File: src/rtl/core/dnsax_pkg.sv
// Package for the DNS answer address extractor: parse phases, the event word
// that passes from the parser to the result stage, and the result word.
// Depends on nothing; every other file of the block imports it.
`default_nettype none

package dnsax_pkg;

    localparam int MAX_MESSAGE_BYTES = 4096;
    localparam int POS_W             = $clog2(MAX_MESSAGE_BYTES + 1);

    localparam int HEADER_LAST  = 11;
    localparam int QFIXED_BYTES = 4;
    localparam int AFIXED_LAST  = 9;

    localparam logic [15:0] TYPE_A    = 16'd1;
    localparam logic [15:0] TYPE_AAAA = 16'd28;
    localparam logic [15:0] LEN_A     = 16'd4;
    localparam logic [15:0] LEN_AAAA  = 16'd16;

    localparam logic [7:0] PTR_MASK = 8'hC0;

    // Address kind held in the field counter while RDATA is being taken.
    localparam logic [3:0] FI_NONE = 4'd0;
    localparam logic [3:0] FI_A    = 4'd1;
    localparam logic [3:0] FI_AAAA = 4'd2;
    // In a name, the same counter marks a pending second pointer byte.
    localparam logic [3:0] FI_PTR  = 4'd1;

    localparam logic KIND_ADDR = 1'b0;
    localparam logic KIND_END  = 1'b1;

    localparam int Q_DEPTH = 4;
    localparam int Q_AW    = $clog2(Q_DEPTH);

    typedef enum logic [2:0] {
        PH_HEADER,
        PH_QNAME,
        PH_QFIXED,
        PH_ANAME,
        PH_AFIXED,
        PH_RDATA,
        PH_DONE
    } t_phase;

    // What one accepted byte causes: an address, an end summary, or both.
    typedef struct packed {
        logic        has_addr;
        logic        has_end;
        logic        is_ipv6;
        logic [63:0] upper;
        logic [63:0] lower;
        logic [15:0] total;
    } t_event;

    typedef struct packed {
        logic        kind;
        logic        is_ipv6;
        logic [63:0] upper;
        logic [63:0] lower;
        logic [15:0] total;
        logic        run_last;
    } t_result;

endpackage

`default_nettype wire

File: src/rtl/core/dnsax_front.sv
// Byte parser of the DNS answer address extractor: walks header, questions
// and answer records and raises one event word per byte that yields results.
// Depends on dnsax_pkg.
`default_nettype none

module dnsax_front (
    input  wire logic            i_clk,
    input  wire logic            i_rst_n,
    input  wire logic            i_accept,
    input  wire logic [7:0]      i_byte,
    input  wire logic            i_final,
    output logic                 o_push,
    output dnsax_pkg::t_event    o_event
);
    import dnsax_pkg::*;

    t_phase           r_phase, n_phase;
    logic [POS_W-1:0] r_pos, n_pos;
    logic [15:0]      r_qleft, n_qleft;
    logic [15:0]      r_aleft, n_aleft;
    logic [7:0]       r_label, n_label;
    logic [3:0]       r_field, n_field;
    logic [15:0]      r_rtype, n_rtype;
    logic [15:0]      r_rdleft, n_rdleft;
    logic [63:0]      r_shift_hi, n_shift_hi;
    logic [63:0]      r_shift_lo, n_shift_lo;
    logic [15:0]      r_count, n_count;

    always_comb begin
        logic        name_end;
        logic        in_name;
        logic [15:0] ans;
        logic [3:0]  nxt_field;
        logic [1:0]  emit;

        n_phase    = r_phase;
        n_pos      = r_pos;
        n_qleft    = r_qleft;
        n_aleft    = r_aleft;
        n_label    = r_label;
        n_field    = r_field;
        n_rtype    = r_rtype;
        n_rdleft   = r_rdleft;
        n_shift_hi = r_shift_hi;
        n_shift_lo = r_shift_lo;
        n_count    = r_count;
        name_end   = 1'b0;
        in_name    = (r_phase == PH_QNAME) || (r_phase == PH_ANAME);
        ans        = r_aleft;
        nxt_field  = r_field + 4'd1;
        emit       = 2'd0;

        // Shared name walker: label skip, pointer pair or the root byte.
        if (in_name) begin
            if (r_label != 8'd0) begin
                n_label = r_label - 8'd1;
            end else if (r_field == FI_PTR) begin
                n_field  = FI_NONE;
                name_end = 1'b1;
            end else if (i_byte == 8'd0) begin
                name_end = 1'b1;
            end else if ((i_byte & PTR_MASK) == PTR_MASK) begin
                n_field = FI_PTR;
            end else begin
                n_label = i_byte;
            end
        end

        if (r_pos < POS_W'(MAX_MESSAGE_BYTES)) begin
            n_pos = r_pos + POS_W'(1);
            case (r_phase)
                PH_HEADER: begin
                    if (r_pos == POS_W'(4)) n_qleft = {i_byte, 8'h00};
                    else if (r_pos == POS_W'(5)) n_qleft = r_qleft | {8'h00, i_byte};
                    else if (r_pos == POS_W'(6)) n_aleft = {i_byte, 8'h00};
                    else if (r_pos == POS_W'(7)) n_aleft = r_aleft | {8'h00, i_byte};
                    if (r_pos == POS_W'(HEADER_LAST)) begin
                        n_label = 8'd0;
                        n_field = FI_NONE;
                        if (r_qleft != 16'd0) begin
                            n_phase = PH_QNAME;
                        end else begin
                            n_phase = (r_aleft == 16'd0) ? PH_DONE : PH_ANAME;
                        end
                    end
                end
                PH_QNAME: begin
                    if (name_end) begin
                        n_phase = PH_QFIXED;
                        n_field = FI_NONE;
                    end
                end
                PH_QFIXED: begin
                    if (nxt_field >= 4'(QFIXED_BYTES)) begin
                        n_qleft = r_qleft - 16'd1;
                        n_field = FI_NONE;
                        n_label = 8'd0;
                        if (n_qleft != 16'd0) begin
                            n_phase = PH_QNAME;
                        end else begin
                            n_phase = (r_aleft == 16'd0) ? PH_DONE : PH_ANAME;
                        end
                    end else begin
                        n_field = nxt_field;
                    end
                end
                PH_ANAME: begin
                    if (name_end) begin
                        n_phase = PH_AFIXED;
                        n_field = FI_NONE;
                    end
                end
                PH_AFIXED: begin
                    if (r_field == 4'd0) n_rtype = {i_byte, 8'h00};
                    else if (r_field == 4'd1) n_rtype = r_rtype | {8'h00, i_byte};
                    else if (r_field == 4'd8) n_rdleft = {i_byte, 8'h00};
                    else if (r_field == 4'd9) n_rdleft = r_rdleft | {8'h00, i_byte};
                    if (r_field >= 4'(AFIXED_LAST)) begin
                        n_shift_hi = 64'd0;
                        n_shift_lo = 64'd0;
                        if (n_rtype == TYPE_A && n_rdleft == LEN_A) begin
                            n_field = FI_A;
                        end else if (n_rtype == TYPE_AAAA && n_rdleft == LEN_AAAA) begin
                            n_field = FI_AAAA;
                        end else begin
                            n_field = FI_NONE;
                        end
                        if (n_rdleft == 16'd0) begin
                            ans     = r_aleft - 16'd1;
                            n_aleft = ans;
                            n_label = 8'd0;
                            n_field = FI_NONE;
                            n_phase = (ans == 16'd0) ? PH_DONE : PH_ANAME;
                        end else begin
                            n_phase = PH_RDATA;
                        end
                    end else begin
                        n_field = nxt_field;
                    end
                end
                PH_RDATA: begin
                    n_shift_hi = {r_shift_hi[55:0], r_shift_lo[63:56]};
                    n_shift_lo = {r_shift_lo[55:0], i_byte};
                    n_rdleft   = r_rdleft - 16'd1;
                    if (n_rdleft == 16'd0) begin
                        emit    = r_field[1:0];
                        ans     = r_aleft - 16'd1;
                        n_aleft = ans;
                        n_label = 8'd0;
                        n_field = FI_NONE;
                        n_phase = (ans == 16'd0) ? PH_DONE : PH_ANAME;
                    end
                end
                default: begin
                end
            endcase
        end

        if (emit != 2'd0 && r_count != 16'hFFFF) begin
            n_count = r_count + 16'd1;
        end

        o_event.has_addr = (emit == FI_A[1:0]) || (emit == FI_AAAA[1:0]);
        o_event.has_end  = i_final;
        o_event.is_ipv6  = (emit == FI_AAAA[1:0]);
        o_event.upper    = o_event.is_ipv6 ? n_shift_hi : 64'd0;
        o_event.lower    = o_event.is_ipv6 ? n_shift_lo : {32'd0, n_shift_lo[31:0]};
        o_event.total    = n_count;
        o_push           = i_accept && (o_event.has_addr || o_event.has_end);

        // The final byte returns the parser to the start of a message.
        if (i_final) begin
            n_phase  = PH_HEADER;
            n_pos    = '0;
            n_qleft  = 16'd0;
            n_aleft  = 16'd0;
            n_label  = 8'd0;
            n_field  = FI_NONE;
            n_rtype  = 16'd0;
            n_rdleft = 16'd0;
            n_count  = 16'd0;
        end
    end

    always_ff @(posedge i_clk) begin
        if (!i_rst_n) begin
            r_phase  <= PH_HEADER;
            r_pos    <= '0;
            r_qleft  <= 16'd0;
            r_aleft  <= 16'd0;
            r_label  <= 8'd0;
            r_field  <= FI_NONE;
            r_rtype  <= 16'd0;
            r_rdleft <= 16'd0;
            r_count  <= 16'd0;
        end else if (i_accept) begin
            r_phase  <= n_phase;
            r_pos    <= n_pos;
            r_qleft  <= n_qleft;
            r_aleft  <= n_aleft;
            r_label  <= n_label;
            r_field  <= n_field;
            r_rtype  <= n_rtype;
            r_rdleft <= n_rdleft;
            r_count  <= n_count;
        end
    end

    // The address shift register is cleared before every RDATA field.
    always_ff @(posedge i_clk) begin
        if (i_accept) begin
            r_shift_hi <= n_shift_hi;
            r_shift_lo <= n_shift_lo;
        end
    end

endmodule

`default_nettype wire

File: src/rtl/core/dnsax_queue.sv
// Short event queue between the parser and the result stage.
// Depends on dnsax_pkg for the event word and the queue depth.
`default_nettype none

module dnsax_queue (
    input  wire logic              i_clk,
    input  wire logic              i_rst_n,
    input  wire logic              i_push,
    input  wire dnsax_pkg::t_event i_data,
    input  wire logic              i_pop,
    output logic                   o_full,
    output logic                   o_valid,
    output dnsax_pkg::t_event      o_data
);
    import dnsax_pkg::*;

    t_event          r_store [Q_DEPTH];
    logic [Q_AW-1:0] r_wr, r_rd;
    logic [Q_AW:0]   r_count;
    logic            do_pop;

    assign o_full  = (r_count == (Q_AW + 1)'(Q_DEPTH));
    assign o_valid = (r_count != '0);
    assign o_data  = r_store[r_rd];
    assign do_pop  = i_pop && o_valid;

    always_ff @(posedge i_clk) begin
        if (i_push) begin
            r_store[r_wr] <= i_data;
        end
    end

    always_ff @(posedge i_clk) begin
        if (!i_rst_n) begin
            r_wr    <= '0;
            r_rd    <= '0;
            r_count <= '0;
        end else begin
            if (i_push) r_wr <= r_wr + Q_AW'(1);
            if (do_pop) r_rd <= r_rd + Q_AW'(1);
            case ({i_push, do_pop})
                2'b10:   r_count <= r_count + (Q_AW + 1)'(1);
                2'b01:   r_count <= r_count - (Q_AW + 1)'(1);
                default: r_count <= r_count;
            endcase
        end
    end

endmodule

`default_nettype wire

File: src/rtl/core/dnsax_back.sv
// Result stage: turns each queued event into one or two result words and
// holds the oldest one in the output register. Depends on dnsax_pkg.
`default_nettype none

module dnsax_back (
    input  wire logic              i_clk,
    input  wire logic              i_rst_n,
    input  wire logic              i_q_valid,
    input  wire dnsax_pkg::t_event i_q_data,
    output logic                   o_q_pop,
    input  wire logic              i_pop,
    output logic                   o_valid,
    output dnsax_pkg::t_result     o_result
);
    import dnsax_pkg::*;

    logic    r_valid, n_valid;
    logic    r_second, n_second;
    t_result r_out, n_out;
    logic    load;

    always_comb begin
        load     = i_q_valid && (!r_valid || i_pop);
        n_valid  = r_valid && !i_pop;
        n_second = r_second;
        n_out    = r_out;
        o_q_pop  = 1'b0;
        if (load) begin
            n_valid = 1'b1;
            if (i_q_data.has_addr && !r_second) begin
                n_out.kind     = KIND_ADDR;
                n_out.is_ipv6  = i_q_data.is_ipv6;
                n_out.upper    = i_q_data.upper;
                n_out.lower    = i_q_data.lower;
                n_out.total    = 16'd0;
                n_out.run_last = !i_q_data.has_end;
                n_second       = i_q_data.has_end;
                o_q_pop        = !i_q_data.has_end;
            end else begin
                n_out.kind     = KIND_END;
                n_out.is_ipv6  = 1'b0;
                n_out.upper    = 64'd0;
                n_out.lower    = 64'd0;
                n_out.total    = i_q_data.total;
                n_out.run_last = 1'b1;
                n_second       = 1'b0;
                o_q_pop        = 1'b1;
            end
        end
    end

    always_ff @(posedge i_clk) begin
        if (!i_rst_n) begin
            r_valid  <= 1'b0;
            r_second <= 1'b0;
        end else begin
            r_valid  <= n_valid;
            r_second <= n_second;
        end
    end

    always_ff @(posedge i_clk) begin
        r_out <= n_out;
    end

    assign o_valid  = r_valid;
    assign o_result = r_out;

    // The end half of an event is pending only behind its address word.
    a_second_has_head: assert property (@(posedge i_clk) disable iff (!i_rst_n)
        r_second |-> i_q_valid && i_q_data.has_addr && i_q_data.has_end)
        else $error("pending end result without a matching queued event");

    a_second_behind_addr: assert property (@(posedge i_clk) disable iff (!i_rst_n)
        r_second |-> r_valid && r_out.kind == KIND_ADDR && !r_out.run_last)
        else $error("pending end result not behind an address word");

    a_end_is_last: assert property (@(posedge i_clk) disable iff (!i_rst_n)
        r_valid && r_out.kind == KIND_END |-> r_out.run_last && !r_out.is_ipv6)
        else $error("end result not marked as the last word of its byte");

endmodule

`default_nettype wire

File: src/rtl/core/dns_answer_address_extractor_top.sv
// Top level of the DNS answer address extractor: byte parser, event queue
// and result stage. Depends on dnsax_pkg, dnsax_front, dnsax_queue, dnsax_back.
`default_nettype none

// The block takes a DNS response one byte a cycle through a queue-style
// push/full port, with i_final_byte set on the last byte of the message, and
// returns words through an empty/pop port. For every complete A record with
// RDLENGTH 4 and every complete AAAA record with RDLENGTH 16 among the answers
// one address word is returned (o_kind low); on the final byte an end word
// with the count of addresses follows (o_kind high), and the parser starts
// afresh for the next message. Compression pointers end a name and are not
// followed; bytes beyond MAX_MESSAGE_BYTES are not parsed. The parser takes one
// byte every cycle while the queue has room; a byte that yields words writes
// one event into a four-entry queue, and the result stage moves one word a
// cycle into its output register unless that holds an unpopped word, so a final
// byte that also completes an address yields two words. A word passes through
// the queue and the output register to the outputs. full rises only when the
// event queue is full, which happens when results are not being popped.

module dns_answer_address_extractor_top (
    input  wire logic        i_clk,
    input  wire logic        i_rst_n,
    input  wire logic        push,
    output logic             full,
    input  wire logic [7:0]  i_message_byte,
    input  wire logic        i_final_byte,
    output logic             empty,
    input  wire logic        pop,
    output logic             o_kind,
    output logic             o_is_ipv6,
    output logic [63:0]      o_addr_upper,
    output logic [63:0]      o_addr_lower,
    output logic [15:0]      o_address_total,
    output logic             o_run_last
);
    import dnsax_pkg::*;

    logic    accept;
    logic    ev_push;
    t_event  ev_in;
    t_event  ev_head;
    logic    q_full;
    logic    q_valid;
    logic    q_pop;
    logic    out_valid;
    logic    out_pop;
    t_result result;

    // A byte is taken whenever the event queue has room.
    assign full    = q_full;
    assign accept  = push && !q_full;
    assign empty   = !out_valid;
    assign out_pop = pop && out_valid;

    dnsax_front u_front (
        .i_clk    (i_clk),
        .i_rst_n  (i_rst_n),
        .i_accept (accept),
        .i_byte   (i_message_byte),
        .i_final  (i_final_byte),
        .o_push   (ev_push),
        .o_event  (ev_in)
    );

    dnsax_queue u_queue (
        .i_clk   (i_clk),
        .i_rst_n (i_rst_n),
        .i_push  (ev_push),
        .i_data  (ev_in),
        .i_pop   (q_pop),
        .o_full  (q_full),
        .o_valid (q_valid),
        .o_data  (ev_head)
    );

    dnsax_back u_back (
        .i_clk     (i_clk),
        .i_rst_n   (i_rst_n),
        .i_q_valid (q_valid),
        .i_q_data  (ev_head),
        .o_q_pop   (q_pop),
        .i_pop     (out_pop),
        .o_valid   (out_valid),
        .o_result  (result)
    );

    assign o_kind          = result.kind;
    assign o_is_ipv6       = result.is_ipv6;
    assign o_addr_upper    = result.upper;
    assign o_addr_lower    = result.lower;
    assign o_address_total = result.total;
    assign o_run_last      = result.run_last;

endmodule

`default_nettype wire
File: config.mk
export PLATFORM = sky130hd
export DESIGN_NAME = dns_answer_address_extractor_top
export DESIGN_NICKNAME = d
export VERILOG_FILES = /design/src/rtl/core/dnsax_pkg.sv /design/src/rtl/core/dnsax_front.sv /design/src/rtl/core/dnsax_queue.sv /design/src/rtl/core/dnsax_back.sv /design/src/rtl/core/dns_answer_address_extractor_top.sv
export SDC_FILE = /design/constraint.sdc
export NUM_CORES = 1
export LEC_CHECK = 0
export BUFFER_PORTS_ARGS = -buffer_cell sky130_fd_sc_hd__clkbuf_2
export CORE_MARGIN = 4
export CORE_UTILIZATION = 50
export CTS_CLUSTER_DIAMETER = 30
export DETAILED_ROUTE_END_ITERATION = 8
export PLACE_DENSITY_LB_ADDON = 0.12
export REMOVE_ABC_BUFFERS = 1
export SLEW_MARGIN = 20
export SYNTH_ARGS = -nofsm -noshare
export SYNTH_HDL_FRONTEND = slang
export SYNTH_SLANG_ARGS = --single-unit
File: constraint.sdc
create_clock -name i_clk -period 11.94 [get_ports i_clk]
set_input_delay 0.597 -clock i_clk [delete_from_list [all_inputs] [get_ports i_clk]]
set_output_delay 0.597 -clock i_clk [all_outputs]
set_load 0.01 [all_outputs]
==> results.md, run 1 <==
- Status: complete, no violations
- Final hold violations: 0
- Die height: 293 µm
- Clk root buf: clkbuf_16
- Post-CTS Hold Fix Bufs: 0
- Reg-to-Reg End: u_queue.r_store[1][17]$_DFFE_PP_
- Worst Hold Path EP: u_back.o_valid$_SDFF_PN0_
- Final clock skew: 0.0380 ns
- Post-Syn Instances: 2594
- Grt total ovfl: 0
- Ys async rst share: 0%
- Gate power share: 17.1%
- Area contributors post-synth: edfxtp_1 (64%), mux4_2 (8.2%), dfxtp_1 (5.9%), a22o_1 (2.8%), nor2b_1 (2.7%)
- Initial DRC count: 1832
- CP Capture Type: flip-flop
- Largest net degree at the start of global routing: 150
- Core area: 80400 µm²
- Clock Path Buffers: 3
- Post-CTS setup buffer count: 0
- Share of cells above drive strength 1: 23.3%
- Avg Cell Area, Syn: 15.6 µm²
- Yosys warns: 0
- Critical Path RT: 12.28 ns
- DR vias/cell: 5.84
- Hold path start: pop
- Drt wl/cell: 22.3 µm
- RR Startpoint: u_front.r_rdleft[2]$_SDFFE_PN0P_
- Overall power: 0.0118 W
- Clock network power share: 43.0%
- Post-synth top cells: edfxtp_1 (863), nor2b_1 (174), mux4_2 (147)
- LEAKAGE: 16.9 nW
- Routability cong.: 0.826
- Vias in the first global route: 24474
- R2R Setup Slk: 6.14 ns
- Max_cap viols: 0
- Gr usage total: 21.0%
- Fin nets: 2840
- PortBufs: 161
- Drt drc: 0
- Yosys cell types: 87
- Power Density: 244 nW/µm²
- Worst Reg-to-Reg Cells: 12
- Initial Util: 50.4%
- Clock latency at the later pin of the worst-skew pair: 0.73 ns
- Clock Sinks: 982
- Max Clk Rate: 0.172 GHz
- Count leader, synth: edfxtp_1
- Area Growth Syn to Fin: 19.8%
- Diodes inserted: 0
- Min Hold Slack: 0.255 ns
- Seq/Total Area, Yosys: 69.8%
- Slew @ Worst Pin: 1.04 ns
- CTS Buf Count: 180
- Internal power: 0.00867 W
- Post-detail-place hpwl: 50400 µm
- Post-Synthesis Cell Area: 40500 µm²
- Tmin final: 5.80 ns
- Post-route ant nets: 0
- Max VDD drop: 0.159 mV
- CP Class: reg2reg
- Class of the worst hold path: in2reg
- Type of origin of the critical path: flip-flop
- Max Transition Viols Final: 0
- #FFs+latches synth: 982
- Final setup fails: 0
- Global-route wire length before repair: 141000 µm
- Rows: 104
- Maximum fanout along the worst path: 60
- Die area: 85700 µm²
- Ys flop type: edfxtp_1
- Slew Limit Headroom: 30.6%
- Number of synthesized flops with an enable pin: 863
- Clk slew on worst S/H paths: 0.05 ns
- Setup TNS: 0 ns
- Pre-antenna DRT Iters: 6
- # resized after CTS: 0
- NetSw: 0.00316 W
- H-tree depth: 4
- Post-synth top area share: 63.9%
- Die width: 293 µm
- CTS tree: yes
- Vias: 23446
- Hold depth: 3
- Initial antenna violation count: 0
- Largest area contributor in the netlist: edfxtp_1
- Final WL: 89600 µm
- Switching power share of the total: 26.7%
- Final period util: 48.6%
- Sequential share of power: 40.0%
- RSZ-0062 raised after global routing: false
- Io pins: 162
- Crit path DAT: 6.14 ns
[logic make-up (layout without fill, tap and decap cells)]
family	after synthesis	after routing	synth area share [%]
AO/OA/AOI/OAI	475	475	8.42
AND/OR/NAND/NOR	708	708	9.79
buffers and inverters	215	579	2.11
XOR/XNOR	37	37	0.799
adder cells (fa/ha/maj)	26	26	0.821
multiplexers	151	151	8.27
flip-flops	982	982	69.8
[worst max-delay path by stage]
stage | from | to | slack, ns | cells past startpoint
2_1_floorplan | flip-flop | u_queue.r_count[2]$_SDFFE_PN0P_ | 1.02 | 10
3_3_place_gp | u_front.r_rdleft[2]$_SDFFE_PN0P_ | u_queue.r_store[0][118]$_DFFE_PP_ | 5.94 | 12
3_5_place_dp | u_front.r_rdleft[3]$_SDFFE_PN0P_ | u_queue.r_store[1][118]$_DFFE_PP_ | 6.02 | 12
4_1_cts | u_front.r_rdleft[2]$_SDFFE_PN0P_ | u_queue.r_store[1][33]$_DFFE_PP_ | 6.03 | 12
5_1_grt | u_front.r_rdleft[2]$_SDFFE_PN0P_ | u_queue.r_store[1][142]$_DFFE_PP_ | 5.55 | 12
6_report | u_front.r_rdleft[2]$_SDFFE_PN0P_ | u_queue.r_store[1][17]$_DFFE_PP_ | 6.14 | 12
[layout make-up]
class | instances | area (µm²)
fill | 5982 | 31800
sequential | 982 | 28300
multi-input combinational | 1397 | 11400
clock buffer | 207 | 4710
clock inverter | 132 | 1530
tap | 1060 | 1330
timing repair buffer | 192 | 1090
inverter | 48 | 185
[metal layers]
| layer | vias up | share of wire, % | GRT usage [%] |
|---|---|---|---|
| li1 | 10633 | - | - |
| met1 | 11976 | 43 | 28.5 |
| met2 | 684 | 49 | 34.6 |
| met3 | 153 | 5.3 | 3.97 |
| met4 | 0 | 2.5 | 7.02 |
| met5 | - | 0 | 0 |
[power by group through the flow]
| stage | combinational, W | clock, W | sequential [W] |
|---|---|---|---|
| 3_3_place_gp | 0.00203 | 0 | 0.00479 |
| 6_report | 0.00202 | 0.00509 | 0.00473 |
| 4_1_cts | 0.00206 | 0.00518 | 0.00475 |
| 2_1_floorplan | 0.00122 | 0 | 0.00508 |
| 5_1_grt | 0.00221 | 0.00538 | 0.00478 |
| 3_5_place_dp | 0.00205 | 0 | 0.00481 |
[metrics by stage]
step | worst slack (ns) | cells | utilization (%) | instance area [µm²]
detailed placement | 6.02 | 3677 | 52.6 | 42300
global route | 5.55 | 4018 | 60.4 | 48600
floorplan | 1.02 | 2427 | - | 39900
global placement | 5.94 | 3677 | 52.6 | 42300
CTS | 6.03 | 4016 | 60.3 | 48500
finish | 6.14 | 4018 | 60.4 | 48600
[placed cells by master (no fill, tap or decap), types with 34 or more instances in the layout]
cell,n
dfxtp_1,117
a22o_1,131
clkbuf_2,161
edfxtp_1,863
a21oi_1,92
o21ai_0,73
nor3_1,50
clkbuf_16,183
nand2_1,92
and2_1,122
nor2_1,103
nand3_1,34
mux4_2,147
nor2b_1,174
inv_1,47
[critical path: stages, from the launching register on]
cell and delay (ns):
dfxtp_1 0.40, nor4_2 0.62, nand3_1 0.18, a2111oi_0 0.42, nand4_1 0.23, nor3_1 0.27
nand2_1 0.13, ha_1 0.36, nor2_1 0.06, nor2_1 0.39, and2_4 0.78, buf_4 0.65
buf_4 0.84
[state kept, by name (all words and copies together) (netlist names), 2 cells and up, named ones only]
| register | cells |
|---|---|
| u_queue.r_wr | 2 |
| u_front.r_pos | 13 |
| u_queue.r_count | 3 |
| u_queue.r_store | 588 |
| u_front.r_shift_lo | 64 |
| u_front.r_shift_hi | 64 |
| u_front.r_qleft | 16 |
| u_front.r_rtype | 16 |
| u_front.r_rdleft | 16 |
| u_front.r_aleft | 16 |
| u_front.r_count | 16 |
| u_back.o_result | 147 |
| u_front.r_field | 4 |
| u_queue.r_rd | 2 |
| u_front.r_phase | 3 |
| u_front.r_label | 8 |
(Power assumes the default switching activity.)
==> inputs of run 2 (changes only) <==
Clock period 11.94 ns to 5.2 ns, I/O delays scaled along.
==> results.md, run 2 (synthesis gave the netlist of run 1 again) <==
- Status: complete, no violations
- Worst Reg-to-Reg Cells: 14 (+2)
- CTS Buf Count: 173 (-3.9%)
- Most flop-heavy register: u_queue.r_store
- DR vias/cell: 5.86 (+0.42%)
- Pre-CTS setup slack: 0.750 ns (-5.27 ns)
- Die width: 293 µm (unchanged)
- Post-route cell area: 48400 µm² (-0.33%)
- Commonest non-fill, non-tap cell in the layout: edfxtp_1
- Critical Path RT: 5.84 ns (-6.44 ns)
- Max VDD drop: 0.420 mV (+160%)
- Max Transition Viols Final: 0 (unchanged)
- Final setup fails: 0 (unchanged)
- Area Growth Syn to Fin: 19.4%
- Maximum fanout along the worst path: 9 (-85%)
- Drt drc: 0 (unchanged)
- Clock Sinks: 982 (unchanged)
- Clk root buf: clkbuf_16
- Type of origin of the critical path: flip-flop
- Final WL: 89700 µm (+0.14%)
- Final core occ: 60.2% (-0.20 points)
- Io pins: 162 (unchanged)
- CP cell instances: nor4_2 > nand3_1 > a2111oi_0 > nand4_1 > nor3_1 > nand2_1 > ha_1 > nor4b_1 > and4b_1 > nand3_1 > nor2_1 > nand3_1 > or3_1 > a21boi_0
- CP Class: reg2reg
- Clk slew on worst S/H paths: 0.05 ns (about the same)
- Drt wl/cell: 22.3 µm (+0.16%)
- Crit path depth: 14 (+2)
- Initial Util: 50.4% (unchanged)
- R2R Setup Slk: 0.71 ns (-5.43 ns)
- Overall power: 0.0263 W (+120%)
- Vias in the first global route: 24357 (-0.48%)
- Min Hold Slack: 0.154 ns (-0.101 ns)
- Final period util: 86.4% (+38 points)
- Post-CTS setup buffer count: 0 (unchanged)
- Cell family with most CP delay: simple AND/OR/NAND/NOR gates
- Worst setup margin: 0.708 ns (-5.43 ns)
- Slowest CP cell: nor4_2
- CP Capture Type: flip-flop
- Vias: 23539 (+0.40%)
- Global-route wire length before repair: 141000 µm (about the same)
- H-tree depth: 4 (unchanged)
- Routability cong.: 0.883 (+6.9%)
- Pre-antenna DRT Iters: 5 (-1)
- Max Clk Rate: 0.223 GHz (+29%)
- Gr busiest metal: met2
- Max_cap viols: 0 (unchanged)
- PortBufs: 161 (unchanged)
- Gr usage total: 21.1% (+0.058 points)
- Crit path DAT: 5.13 ns (-1.01 ns)
- Clock Path Buffers: 3 (unchanged)
- Sum of buffers and inverters on the critical path: 0 (-2)
- Most frequent cells in the layout: edfxtp_1 (863), clkbuf_16 (178), nor2b_1 (174)
- Rows: 104 (unchanged)
- Post-detail-place hpwl: 52700 µm (+4.5%)
- LEAKAGE: 16.9 nW (about the same)
- Class of the worst hold path: in2reg
- Share of cells above drive strength 1: 23.4% (+0.076 points)
- GR Layer Usage met3: 4.12% (+0.14 points)
- # resized after CTS: 0 (unchanged)
- Final clock skew: 0.0244 ns (-0.0136 ns)
- Power Density: 544 nW/µm² (+120%)
- Crit path top cell by count: nand3_1
- Initial antenna violation count: 1 (+1)
- RSZ-0062 raised after global routing: false
- M2 GR Usage: 34.8% (+0.13 points)
- Final hold violations: 0 (unchanged)
- Largest register FFs: 588 (unchanged)
- Met1 Track Usage GR: 28.7% (+0.13 points)
- Grt total ovfl: 0 (unchanged)
- Tmin final: 4.49 ns (-1.31 ns)
- Initial DRC count: 1835 (+0.16%)
- Die area: 85700 µm² (unchanged)
- Hold depth: 3 (unchanged)
- Slowest stage delay, CP: 0.60 ns (-0.24 ns)
- Largest net degree at the start of global routing: 129 (-14%)
- Clock latency at the later pin of the worst-skew pair: 0.73 ns (about the same)
- CTS tree: yes
- Diodes inserted: 0 (unchanged)
- Die height: 293 µm (unchanged)
- Slew Limit Headroom: 34.7% (+4.1 points)
- Post-route ant nets: 0 (unchanged)
- Area after DPL: 42700 µm² (+1.0%)
- Slew @ Worst Pin: 0.980 ns (-0.0555 ns)
- Core area: 80400 µm² (unchanged)
- Fin nets: 2856 (+0.56%)
-- run 2: through the flow --
step	setup TNS (ns)	instances
2_1_floorplan	-4059.29	2427
3_3_place_gp	0	3700
3_5_place_dp	0	3701
4_1_cts	0	4017
5_1_grt	0	4017
6_report	0	4017
-- run 2: layer usage --
| layer | wire, µm | up-vias | share of wire, % |
|---|---|---|---|
| met5 | 0 | - | 0 |
| met4 | 1940 | 0 | 2.2 |
| met3 | 4600 | 153 | 5.1 |
| met2 | 44500 | 700 | 50 |
| met1 | 38600 | 12014 | 43 |
| li1 | - | 10672 | - |
-- run 2: cell type report --
| type | instances | area, µm² |
|---|---|---|
| Clock inverter | 117 | 1140 |
| Clock buffer | 198 | 4550 |
| Fill cell | 6023 | 32000 |
| Multi-Input combinational cell | 1397 | 11400 |
| Tap cell | 1060 | 1330 |
| Sequential cell | 982 | 28300 |
| Timing Repair Buffer | 215 | 1480 |
| Inverter | 48 | 185 |
-- run 2: tightest hold or removal path, cell delays in order --
cell	delay, ns
clkbuf_2	0.34
a22oi_1	0.13
nor2b_1	0.10
-- run 2: path summary, 6_finish.rpt --
check,from,to
setup / recovery,u_front.r_rdleft[2]$_SDFFE_PN0P_,u_front.r_count[14]$_SDFFE_PN0P_
hold / removal,i_message_byte[2],u_front.r_rtype[2]$_SDFFE_PN0P_
setup reg to reg,u_front.r_rdleft[2]$_SDFFE_PN0P_,u_front.r_count[14]$_SDFFE_PN0P_
hold reg to reg,u_front.r_pos[10]$_SDFFE_PN0P_,u_front.r_pos[10]$_SDFFE_PN0P_
-- run 2: power breakdown --
group          switching, W  internal (W)  total [W]
Sequential         0.000471        0.0103     0.0108
Combinational       0.00280       0.00198    0.00477
Clock               0.00385       0.00696     0.0108
-- run 2: timing repair --
item                       4_1_cts  5_1_grt
hold buffers                     1        0
hold endpoints to repair         1        0
setup endpoints to repair        0        0
